<file path="config.mk">
export PLATFORM = sky130hd
export DESIGN_NAME = ultrasonic_echo_range_presence
export DESIGN_NICKNAME = d
export VERILOG_FILES = /design/src/rtl/core/uerp_pkg.sv /design/src/rtl/core/uerp_ram.sv /design/src/rtl/core/uerp_judge.sv /design/src/rtl/core/ultrasonic_echo_range_presence.sv
export SDC_FILE = /design/constraint.sdc
export NUM_CORES = 2
export LEC_CHECK = 0
export BUFFER_PORTS_ARGS = -buffer_cell sky130_fd_sc_hd__buf_2
export CAP_MARGIN = 40
export CORE_MARGIN = 2
export CORE_UTILIZATION = 57
export CTS_CLUSTER_DIAMETER = 120
export DETAILED_ROUTE_END_ITERATION = 16
export PLACE_DENSITY = 0.73
export SLEW_MARGIN = 20
export SYNTH_ARGS = -nofsm -noshare
export SYNTH_HDL_FRONTEND = slang
export SYNTH_SLANG_ARGS = --single-unit
</file>
<file path="constraint.sdc">
create_clock -name aclk -period 24.6 [get_ports aclk]
set_input_delay 3.69 -clock aclk [delete_from_list [all_inputs] [get_ports aclk]]
set_output_delay 3.69 -clock aclk [all_outputs]
set_load 0.02 [all_outputs]
</file>
<file path="src/rtl/core/uerp_pkg.sv">
package uerp_pkg;

    // Field widths
    localparam int PULSE_W    = 16;
    localparam int DIST_W     = 14;
    localparam int PCT_W      = 8;
    localparam int CFG_DATA_W = 16;

    // Default sizing of the block
    localparam int RING_DEPTH_DEF = 8;
    localparam int WIDTH_BITS_DEF = 16;

    // Percent scale used by the presence and grade compares.
    localparam int PCT_SCALE = 100;

    // Distance in 1/16 inch: width*16/148 = width*4/37 for the round trip,
    // width*16/74 = width*8/37 for a one-way path. The division by 37 is a
    // multiply by a rounded-up reciprocal, exact for dividends below 2^20.
    localparam int  ROUND_TRIP_DIV = 148;
    localparam int  ONE_WAY_DIV    = 74;
    localparam int  DIV_BASE       = ONE_WAY_DIV / 2;
    localparam int  DIV_SHIFT      = 26;
    localparam int  DIV_MUL_W      = 21;
    localparam longint DIV_MUL_L   = ((longint'(1) << DIV_SHIFT) + DIV_BASE - 1) / DIV_BASE;
    localparam logic [DIV_MUL_W-1:0] DIV_MUL = DIV_MUL_W'(DIV_MUL_L);

    // Configuration register indexes
    typedef enum logic [2:0] {
        REG_ACTIVE             = 3'd0,
        REG_TIMEOUT_US         = 3'd1,
        REG_DOUBLE_PATH        = 3'd2,
        REG_OBSTACLE_THRESHOLD = 3'd3,
        REG_PRESENCE_THRESHOLD = 3'd4,
        REG_PRESENCE_PERCENT   = 3'd5,
        REG_STRONG_PERCENT     = 3'd6,
        REG_WEAK_PERCENT       = 3'd7
    } cfg_index_t;

    // Presence grade codes
    typedef enum logic [1:0] {
        GRADE_NONE     = 2'd0,
        GRADE_WEAK     = 2'd1,
        GRADE_MODERATE = 2'd2,
        GRADE_STRONG   = 2'd3
    } grade_t;

    typedef struct packed {
        logic               active;
        logic [PULSE_W-1:0] timeout_us;
        logic               double_path;
        logic [DIST_W-1:0]  obstacle_threshold;
        logic [DIST_W-1:0]  presence_threshold;
        logic [PCT_W-1:0]   presence_percent;
        logic [PCT_W-1:0]   strong_percent;
        logic [PCT_W-1:0]   weak_percent;
    } cfg_t;

    localparam cfg_t CFG_RESET = '{
        active:             1'b1,
        timeout_us:         16'd38000,
        double_path:        1'b0,
        obstacle_threshold: 14'd192,
        presence_threshold: 14'd0,
        presence_percent:   8'd10,
        strong_percent:     8'd10,
        weak_percent:       8'd5
    };

    typedef struct packed {
        logic [PULSE_W-1:0] pulse_width_us;
        logic               wait_ok;
    } in_t;

    typedef struct packed {
        logic              accepted;
        logic [DIST_W-1:0] latest_distance;
        logic [DIST_W-1:0] ring_average;
        logic              obstacle;
        logic              presence;
        logic [1:0]        presence_grade;
    } out_t;

    // Status of one transaction after the ring update.
    typedef struct packed {
        logic              accepted;
        logic              active;
        logic [DIST_W-1:0] latest;
    } stage_t;

endpackage

</file>
<file path="src/rtl/core/uerp_ram.sv">
module uerp_ram #(
    parameter int WIDTH = 14,
    parameter int DEPTH = 8
) (
    input  logic                     aclk,
    input  logic                     we,
    input  logic [$clog2(DEPTH)-1:0] waddr,
    input  logic [WIDTH-1:0]         wdata,
    input  logic [$clog2(DEPTH)-1:0] raddr,
    output logic [WIDTH-1:0]         rdata
);

    logic [WIDTH-1:0] mem [DEPTH];

    // One write port and one registered read port.
    always_ff @(posedge aclk) begin
        if (we) begin
            mem[waddr] <= wdata;
        end
        rdata <= mem[raddr];
    end

endmodule

</file>
<file path="src/rtl/core/uerp_judge.sv">
module uerp_judge #(
    parameter int RING_DEPTH = uerp_pkg::RING_DEPTH_DEF
) (
    input  uerp_pkg::stage_t                                          ctrl,
    input  logic [uerp_pkg::DIST_W+$clog2(RING_DEPTH)-1:0]            sum,
    input  logic [uerp_pkg::DIST_W+$clog2(RING_DEPTH)-1:0]            prev_sum,
    input  uerp_pkg::cfg_t                                            cfg,
    output uerp_pkg::out_t                                            result
);

    localparam int SlotW    = $clog2(RING_DEPTH);
    localparam int SumW     = uerp_pkg::DIST_W + SlotW;
    localparam int AvgShift = SumW + SlotW;
    localparam int AvgProdW = SumW + AvgShift;
    localparam longint AvgMulL =
        ((longint'(1) << AvgShift) + RING_DEPTH - 1) / RING_DEPTH;
    localparam int PresW    = SumW + 9;
    localparam int GradeW   = SumW + 8;

    logic [AvgProdW-1:0] avg_prod;
    logic [PresW-1:0]    pres_lhs;
    logic [PresW-1:0]    pres_rhs;
    logic                pres;
    logic [SumW-1:0]     diff;
    logic [GradeW-1:0]   diff_scaled;
    logic [GradeW-1:0]   strong_lim;
    logic [GradeW-1:0]   weak_lim;
    uerp_pkg::grade_t    grade;

    // Average: multiply by the rounded-up reciprocal of the ring depth.
    assign avg_prod = AvgProdW'(sum) * AvgProdW'(AvgMulL);

    // Presence: reference*depth must reach the sum raised by the presence percent.
    assign pres_lhs = PresW'(cfg.presence_threshold)
                    * PresW'(uerp_pkg::PCT_SCALE * RING_DEPTH);
    assign pres_rhs = PresW'(uerp_pkg::PCT_SCALE + int'(cfg.presence_percent))
                    * PresW'(sum);
    assign pres     = (sum == '0) ? (cfg.presence_threshold != '0)
                                  : (pres_lhs >= pres_rhs);

    // Grade from the relative change of the sum over the last stored item.
    assign diff        = (sum >= prev_sum) ? (sum - prev_sum) : (prev_sum - sum);
    assign diff_scaled = GradeW'(diff) * GradeW'(uerp_pkg::PCT_SCALE);
    assign strong_lim  = GradeW'(cfg.strong_percent) * GradeW'(prev_sum);
    assign weak_lim    = GradeW'(cfg.weak_percent) * GradeW'(prev_sum);

    always_comb begin
        if (diff_scaled > strong_lim) begin
            grade = uerp_pkg::GRADE_STRONG;
        end else if (diff_scaled < weak_lim) begin
            grade = uerp_pkg::GRADE_WEAK;
        end else begin
            grade = uerp_pkg::GRADE_MODERATE;
        end
    end

    // The average is always reported; everything else is zero while inactive.
    always_comb begin
        result              = '0;
        result.ring_average = avg_prod[AvgShift +: uerp_pkg::DIST_W];
        if (ctrl.active) begin
            result.accepted        = ctrl.accepted;
            result.latest_distance = ctrl.latest;
            result.obstacle        = (ctrl.latest <= cfg.obstacle_threshold);
            result.presence        = pres;
            result.presence_grade  = pres ? grade : uerp_pkg::GRADE_NONE;
        end
    end

endmodule

</file>
<file path="src/rtl/core/ultrasonic_echo_range_presence.sv">
// Ultrasonic echo ranger. Each input transaction carries one echo pulse width
// in microseconds and a completion flag; each produces exactly one result
// transaction. A valid width (block active, completion seen, nonzero and below
// the timeout) is converted to a distance in 1/16 inch and stored in a ring
// of the last RING_DEPTH distances kept in a small RAM with a running sum.
// Results report the newest distance, the truncated ring average, an obstacle
// flag and a graded presence flag. The block accepts one transaction per clock
// while the output is not stalled: the input register takes the transaction,
// then the ring update stage and the result register follow. The ring update
// is a read-modify-write of the running sum within its stage, which sets that
// rate. After reset the ring reads as all zero without any clearing pass, and
// configuration writes are taken on every cycle.
module ultrasonic_echo_range_presence #(
    parameter int RING_DEPTH = uerp_pkg::RING_DEPTH_DEF,
    parameter int WIDTH_BITS = uerp_pkg::WIDTH_BITS_DEF
) (
    input  logic                              aclk,
    input  logic                              aresetn,
    input  logic                              s_valid,
    output logic                              s_ready,
    input  uerp_pkg::in_t                     s_data,
    output logic                              m_valid,
    input  logic                              m_ready,
    output uerp_pkg::out_t                    m_data,
    input  logic                              cfg_valid,
    output logic                              cfg_ready,
    input  uerp_pkg::cfg_index_t              cfg_index,
    input  logic [uerp_pkg::CFG_DATA_W-1:0]   cfg_data
);

    localparam int SlotW   = $clog2(RING_DEPTH);
    localparam int SumW    = uerp_pkg::DIST_W + SlotW;
    localparam int PulseW  = uerp_pkg::PULSE_W;
    localparam int UseW    = (WIDTH_BITS < PulseW) ? WIDTH_BITS : PulseW;
    localparam logic [PulseW-1:0] WidthMask = {PulseW{1'b1}} >> (PulseW - UseW);
    localparam int ScaledW = PulseW + 3;
    localparam int DistProdW = ScaledW + uerp_pkg::DIV_MUL_W;
    localparam logic [SlotW-1:0] LastSlot = SlotW'(RING_DEPTH - 1);

    uerp_pkg::cfg_t   cfg_reg;

    logic             in_v_reg;
    uerp_pkg::in_t    in_data_reg;
    logic             mid_v_reg;
    uerp_pkg::stage_t mid_ctrl_reg;
    logic [SumW-1:0]  mid_sum_reg;
    logic [SumW-1:0]  mid_prev_reg;
    logic             out_v_reg;
    uerp_pkg::out_t   out_data_reg;
    uerp_pkg::out_t   judge_result;

    logic [SlotW-1:0]           write_slot_reg;
    logic [SlotW-1:0]           write_slot_next;
    logic                       filled_reg;
    logic [SumW-1:0]            sum_reg;
    logic [SumW-1:0]            prev_sum_reg;
    logic [uerp_pkg::DIST_W-1:0] latest_reg;

    logic                        out_free;
    logic                        mid_free;
    logic                        in_free;
    logic                        in_fire;
    logic [PulseW-1:0]           width;
    logic                        meas_ok;
    logic                        store;
    logic [ScaledW-1:0]          scaled;
    logic [DistProdW-1:0]        dist_prod;
    logic [uerp_pkg::DIST_W-1:0] new_dist;
    logic [uerp_pkg::DIST_W-1:0] ram_rdata;
    logic [uerp_pkg::DIST_W-1:0] old_dist;
    logic [SumW:0]               sum_wide;
    logic [SumW-1:0]             sum_new;

    // Configuration writes are always taken.
    assign cfg_ready = 1'b1;

    always_ff @(posedge aclk) begin
        if (!aresetn) begin
            cfg_reg <= uerp_pkg::CFG_RESET;
        end else if (cfg_valid) begin
            case (cfg_index)
                uerp_pkg::REG_ACTIVE:             cfg_reg.active <= cfg_data[0];
                uerp_pkg::REG_TIMEOUT_US:         cfg_reg.timeout_us <= cfg_data;
                uerp_pkg::REG_DOUBLE_PATH:        cfg_reg.double_path <= cfg_data[0];
                uerp_pkg::REG_OBSTACLE_THRESHOLD: begin
                    cfg_reg.obstacle_threshold <= cfg_data[uerp_pkg::DIST_W-1:0];
                end
                uerp_pkg::REG_PRESENCE_THRESHOLD: begin
                    cfg_reg.presence_threshold <= cfg_data[uerp_pkg::DIST_W-1:0];
                end
                uerp_pkg::REG_PRESENCE_PERCENT: begin
                    cfg_reg.presence_percent <= cfg_data[uerp_pkg::PCT_W-1:0];
                end
                uerp_pkg::REG_STRONG_PERCENT: begin
                    cfg_reg.strong_percent <= cfg_data[uerp_pkg::PCT_W-1:0];
                end
                uerp_pkg::REG_WEAK_PERCENT: begin
                    cfg_reg.weak_percent <= cfg_data[uerp_pkg::PCT_W-1:0];
                end
                default: ;
            endcase
        end
    end

    // Pipeline flow control: each stage moves when the one after it has room.
    assign out_free = !out_v_reg || m_ready;
    assign mid_free = !mid_v_reg || out_free;
    assign in_free  = !in_v_reg || mid_free;
    assign in_fire  = in_v_reg && mid_free;
    assign s_ready  = in_free;

    // Input register.
    always_ff @(posedge aclk) begin
        if (!aresetn) begin
            in_v_reg <= 1'b0;
        end else if (in_free) begin
            in_v_reg <= s_valid;
        end
    end

    always_ff @(posedge aclk) begin
        if (s_valid && in_free) begin
            in_data_reg <= s_data;
        end
    end

    // Measurement check and distance conversion.
    assign width   = in_data_reg.pulse_width_us & WidthMask;
    assign meas_ok = cfg_reg.active && in_data_reg.wait_ok
                  && (width != '0) && (width < cfg_reg.timeout_us);
    assign store   = in_fire && meas_ok;

    // Scale by 4 (round trip) or 8 (one way), then divide by 37.
    // A 16-bit width never reaches the full-scale distance, so no clamp.
    assign scaled    = cfg_reg.double_path ? {width, 3'b000} : {1'b0, width, 2'b00};
    assign dist_prod = DistProdW'(scaled) * DistProdW'(uerp_pkg::DIV_MUL);
    assign new_dist  = dist_prod[uerp_pkg::DIV_SHIFT +: uerp_pkg::DIST_W];

    // Until the ring has wrapped once, the slot being replaced counts as zero.
    assign old_dist = filled_reg ? ram_rdata : '0;
    assign sum_wide = {1'b0, sum_reg} - (SumW+1)'(old_dist) + (SumW+1)'(new_dist);
    assign sum_new  = sum_wide[SumW-1:0];

    always_comb begin
        write_slot_next = write_slot_reg;
        if (store) begin
            write_slot_next = (write_slot_reg == LastSlot) ? '0 : write_slot_reg + 1'b1;
        end
    end

    // The read port prefetches the slot that the next stored item replaces.
    uerp_ram #(
        .WIDTH (uerp_pkg::DIST_W),
        .DEPTH (RING_DEPTH)
    ) u_ring (
        .aclk  (aclk),
        .we    (store),
        .waddr (write_slot_reg),
        .wdata (new_dist),
        .raddr (write_slot_next),
        .rdata (ram_rdata)
    );

    // Ring bookkeeping.
    always_ff @(posedge aclk) begin
        if (!aresetn) begin
            write_slot_reg <= '0;
            filled_reg     <= 1'b0;
            sum_reg        <= '0;
            prev_sum_reg   <= '0;
            latest_reg     <= '0;
        end else if (store) begin
            write_slot_reg <= write_slot_next;
            if (write_slot_reg == LastSlot) begin
                filled_reg <= 1'b1;
            end
            sum_reg      <= sum_new;
            prev_sum_reg <= sum_reg;
            latest_reg   <= new_dist;
        end
    end

    // Snapshot of the state after this transaction.
    always_ff @(posedge aclk) begin
        if (!aresetn) begin
            mid_v_reg <= 1'b0;
        end else if (mid_free) begin
            mid_v_reg <= in_v_reg;
        end
    end

    always_ff @(posedge aclk) begin
        if (in_fire) begin
            mid_ctrl_reg.accepted <= meas_ok;
            mid_ctrl_reg.active   <= cfg_reg.active;
            mid_ctrl_reg.latest   <= meas_ok ? new_dist : latest_reg;
            mid_sum_reg           <= meas_ok ? sum_new : sum_reg;
            mid_prev_reg          <= meas_ok ? sum_reg : prev_sum_reg;
        end
    end

    uerp_judge #(
        .RING_DEPTH (RING_DEPTH)
    ) u_judge (
        .ctrl     (mid_ctrl_reg),
        .sum      (mid_sum_reg),
        .prev_sum (mid_prev_reg),
        .cfg      (cfg_reg),
        .result   (judge_result)
    );

    // Result register.
    always_ff @(posedge aclk) begin
        if (!aresetn) begin
            out_v_reg <= 1'b0;
        end else if (out_free) begin
            out_v_reg <= mid_v_reg;
        end
    end

    always_ff @(posedge aclk) begin
        if (mid_v_reg && out_free) begin
            out_data_reg <= judge_result;
        end
    end

    assign m_valid = out_v_reg;
    assign m_data  = out_data_reg;

`ifndef SYNTHESIS
    a_slot_range: assert property (@(posedge aclk) disable iff (!aresetn)
        int'(write_slot_reg) < RING_DEPTH)
        else $error("ring write slot outside the ring");

    a_prev_sum: assert property (@(posedge aclk) disable iff (!aresetn)
        store |=> prev_sum_reg == $past(sum_reg))
        else $error("previous sum not saved on a stored measurement");

    a_ready_empty: assert property (@(posedge aclk) disable iff (!aresetn)
        !out_v_reg |-> s_ready)
        else $error("input stalled while the result register is empty");

    a_inactive_hold: assert property (@(posedge aclk) disable iff (!aresetn)
        in_fire && !cfg_reg.active |=> $stable(sum_reg) && $stable(write_slot_reg))
        else $error("ring changed while the sensor is inactive");

    a_fill_wrap: assert property (@(posedge aclk) disable iff (!aresetn)
        $rose(filled_reg) |-> write_slot_reg == '0)
        else $error("ring marked full without a wrap of the write slot");
`endif

endmodule
</file>
==> flow_metrics.py <==
metrics = {
    "critical_path": {
        "slowest_stage": "dfxtp_1",
        "cp_num_buf_inv": 7,
        "crit_fanout": 18,
        "critPathKind": "reg2reg",
        "timing.critical_path.arrival_ps": 10790,
        "worst_ep_required_time_ps": 24930,
        "worst_path_dominant_cell_family": "adder cells",
        "timing.critical_path.to_type": "flop",
        "critical_path.max_stage_delay_ps": 820,
        "crit_path_start_kind": "flop",
    },
    "placed_design": {
        "final_weighted_congestion_in_routability_driven_placement": 0.9586,
        "detailed_place_hpwl_um": 74930,
        "portBuffers": 75,
    },
    "sta": {
        "achievable-frequency_mhz": 95.53,
        "grt_setup_unrepaired": "false",
        "setup-tns-final_ps": 0,
        "finClkSkew_ps": 30.18,
        "final_max_slew_viol_count": 0,
        "max_slew.worst_pin.slew_ps": 887.0,
        "period_minus_slack_ps": 10470,
        "min_period_over_period": 0.4255,
        "setup_viol": 0,
        "report.final.hold_viol_count": 0,
        "max_slew_margin": 0.4079,
    },
    "layout": {
        "fillers": 5854,
        "max_ffs_per_register": 112,
        "final_layout_size_suffix_gt1_frac": 0.06108,
        "antenna_cells": 0,
        "fin_nets": 5384,
        "area.growth.synth_to_final_pct": 7.323,
    },
    "global_routing": {
        "grt.total_usage": 0.2647,
        "grt.met3_usage": 0.04445,
        "grt-busiest-layer": "met2",
        "antenna_found_initial": 3,
        "first_global_vias": 29498,
        "grt_pass1_wl_um": 154400,
        "globalRouteOverflowTotal": 0,
        "groute.layer.met1.usage": 0.3599,
        "grt_start_max_net_pins": 69,
        "use_met2": 0.4376,
    },
    "logic_synthesis": {
        "async_reset_ff_frac": 0,
        "post_synth.cell_area_avg_um2": 9.428,
        "ys_seq_elements": 351,
        "sequential_element_share_of_the_synthesized_area": 0.2269,
        "syn_area_mm2": 0.04032,
        "synth.net_count": 5337,
        "synthCells": 4277,
        "ys_dominant_reg_cell": "edfxtp_1",
        "synthDistinctLibCells": 77,
        "synth_enable_flop_cells": 212,
        "ys_warn_count": 0,
    },
    "status": {
        "outcome": "finished, final reports clean",
    },
    "clocking": {
        "path_clk_slew_ps": 60,
        "cts_buffers": 40,
        "ctsLongestPathBuffers": 3,
        "max_h_tree_level": 2,
        "cts_resized": 0,
        "cell_at_the_root_of_the_clock_tree": "clkbuf_16",
        "cts_tree": "yes",
        "postCtsHoldBufs": 0,
        "clk-insertion-delay-late_ps": 570,
        "post_cts.repair.setup_buffers": 0,
        "cts.sinks": 351,
    },
    "floorplanning": {
        "initial_util": 0.5758,
        "dieWidth_um": 270.0,
        "core.rowCount": 97,
        "coreArea_mm2": 0.07003,
        "boundaryPins": 77,
        "fp.dieH_um": 270.0,
        "die_area_mm2": 0.07289,
    },
    "route": {
        "detail-route-antenna-nets": 0,
        "vias_per_cell": 5.448,
        "drt_drc_violations_left": 0,
        "vias": 28847,
        "finalWirelength_um": 94350,
        "firstDrtPassIters": 6,
        "initialDrtViolationCount": 2002,
        "avgRoutedWirePerCell_um": 17.82,
    },
    "run": {
        "timing.max_cap.violations": 0,
    },
    "worst_hold_path": {
        "min-delay-path-class": "reg2reg",
    },
}
==> final timing paths <==
kind,to,cells after the start,slack (ps),from
setup reg to reg,mid_sum_reg[16]$_DFFE_PP_,37,14130,cfg_reg[52]$_SDFFE_PN0P_
setup / recovery,mid_sum_reg[16]$_DFFE_PP_,37,14130,cfg_reg[52]$_SDFFE_PN0P_
hold / removal,prev_sum_reg[12]$_SDFFE_PN0P_,2,460,prev_sum_reg[12]$_SDFFE_PN0P_
hold reg to reg,prev_sum_reg[12]$_SDFFE_PN0P_,2,460,prev_sum_reg[12]$_SDFFE_PN0P_
==> cell usage after synthesis (all sizes together) (5+ instances only) <==
master	instances	area share
nand2b	41	0.0064
inv	845	0.079
o211ai	18	0.0035
ha	546	0.17
a211oi	15	0.0030
a21oi	218	0.027
xnor2	81	0.018
nor2	128	0.012
o21a	23	0.0043
nor3b	5	0.00093
or2	6	0.00093
o41ai	5	0.0015
nor3	29	0.0036
o21ai	118	0.015
and2	215	0.033
a211o	7	0.0015
a21o	58	0.011
mux2	36	0.010
o21bai	18	0.0034
edfxtp	212	0.16
fa	473	0.23
mux2i	105	0.026
dfxtp	139	0.069
nor4	17	0.0026
nand3	47	0.0058
a31oi	15	0.0025
nor2b	20	0.0031
or3	14	0.0022
nand2	543	0.051
a2111oi	6	0.0013
and3	7	0.0011
xor2	53	0.012
nand4	21	0.0033
clkbuf	113	0.011
buf	23	0.0034
a21boi	8	0.0015
==> final cells by class <==
| type | count | area (µm²) | share of cell area |
|---|---|---|---|
| inverter | 848 | 3184 | 0.07358 |
| sequential | 351 | 9149 | 0.2114 |
| clock buffer | 53 | 1070 | 0.02472 |
| clock inverter | 20 | 206.4 | 0.004770 |
| timing repair buffer | 141 | 944.7 | 0.02183 |
| tap | 940 | 1176 | 0.02718 |
| multi-input combinational | 2942 | 27550 | 0.6365 |
==> cell families after synthesis <==
logic type,share of synthesized area
fa+ha+maj,0.4042
other cells,0.00009299
simple gates,0.1274
compound gates,0.08334
buf+inv,0.09280
xor+xnor,0.02910
mux,0.03612
flops,0.2269
==> stage by stage <==
step,hold slack [ps],util,setup WS [ps],instances,area [µm²]
2_1_floorplan,429.3,-,15590,4277,40320
3_3_place_gp,441.2,0.5975,14260,5211,41850
3_5_place_dp,446.7,0.5990,14120,5218,41940
4_1_cts,454.9,0.6172,14110,5291,43220
5_1_grt,466.8,0.6180,13420,5295,43280
6_report,455.4,0.6180,14130,5295,43280
==> layer usage <==
| metal | wire [µm] | part of all wire |
|---|---|---|
| met1 | 41480 | 0.44 |
| met2 | 44290 | 0.47 |
| met3 | 5941 | 0.063 |
| met4 | 2634 | 0.028 |
| met5 | 0 | 0 |
==> placed cells by master, fill, tap and decap left out, types with 17 or more instances in the layout <==
| master | instances |
|---|---|
| a21o_1 | 58 |
| a21oi_1 | 217 |
| and2_1 | 214 |
| buf_2 | 75 |
| buf_4 | 57 |
| clkbuf_16 | 40 |
| dfxtp_1 | 139 |
| edfxtp_1 | 212 |
| fa_1 | 473 |
| ha_1 | 546 |
| inv_1 | 836 |
| mux2_2 | 29 |
| mux2i_1 | 103 |
| nand2_1 | 542 |
| nand2b_1 | 41 |
| nand3_1 | 47 |
| nand4_1 | 21 |
| nor2_1 | 127 |
| nor2b_1 | 19 |
| nor3_1 | 27 |
| o211ai_1 | 17 |
| o21a_1 | 23 |
| o21ai_0 | 50 |
| o21ai_1 | 67 |
| o21bai_1 | 18 |
| xnor2_1 | 80 |
| xor2_1 | 53 |
==> worst reg2reg max path, delay by kind of cell (launching register included) <==
| family | cells | cell delay, ps |
|---|---|---|
| xor gates and xnor gates | 3 | 970 |
| AOI/OAI and AO/OA | 14 | 2950 |
| DFF | 1 | 820 |
| muxes | 1 | 440 |
| adders and majority gates | 9 | 4100 |
| buffers and inverters | 7 | 570 |
| and+or+nand+nor | 3 | 380 |
Power is left out: the tool's default activity adds up to more than one toggle a clock period on the data nets, which glitch-free logic cannot reach.
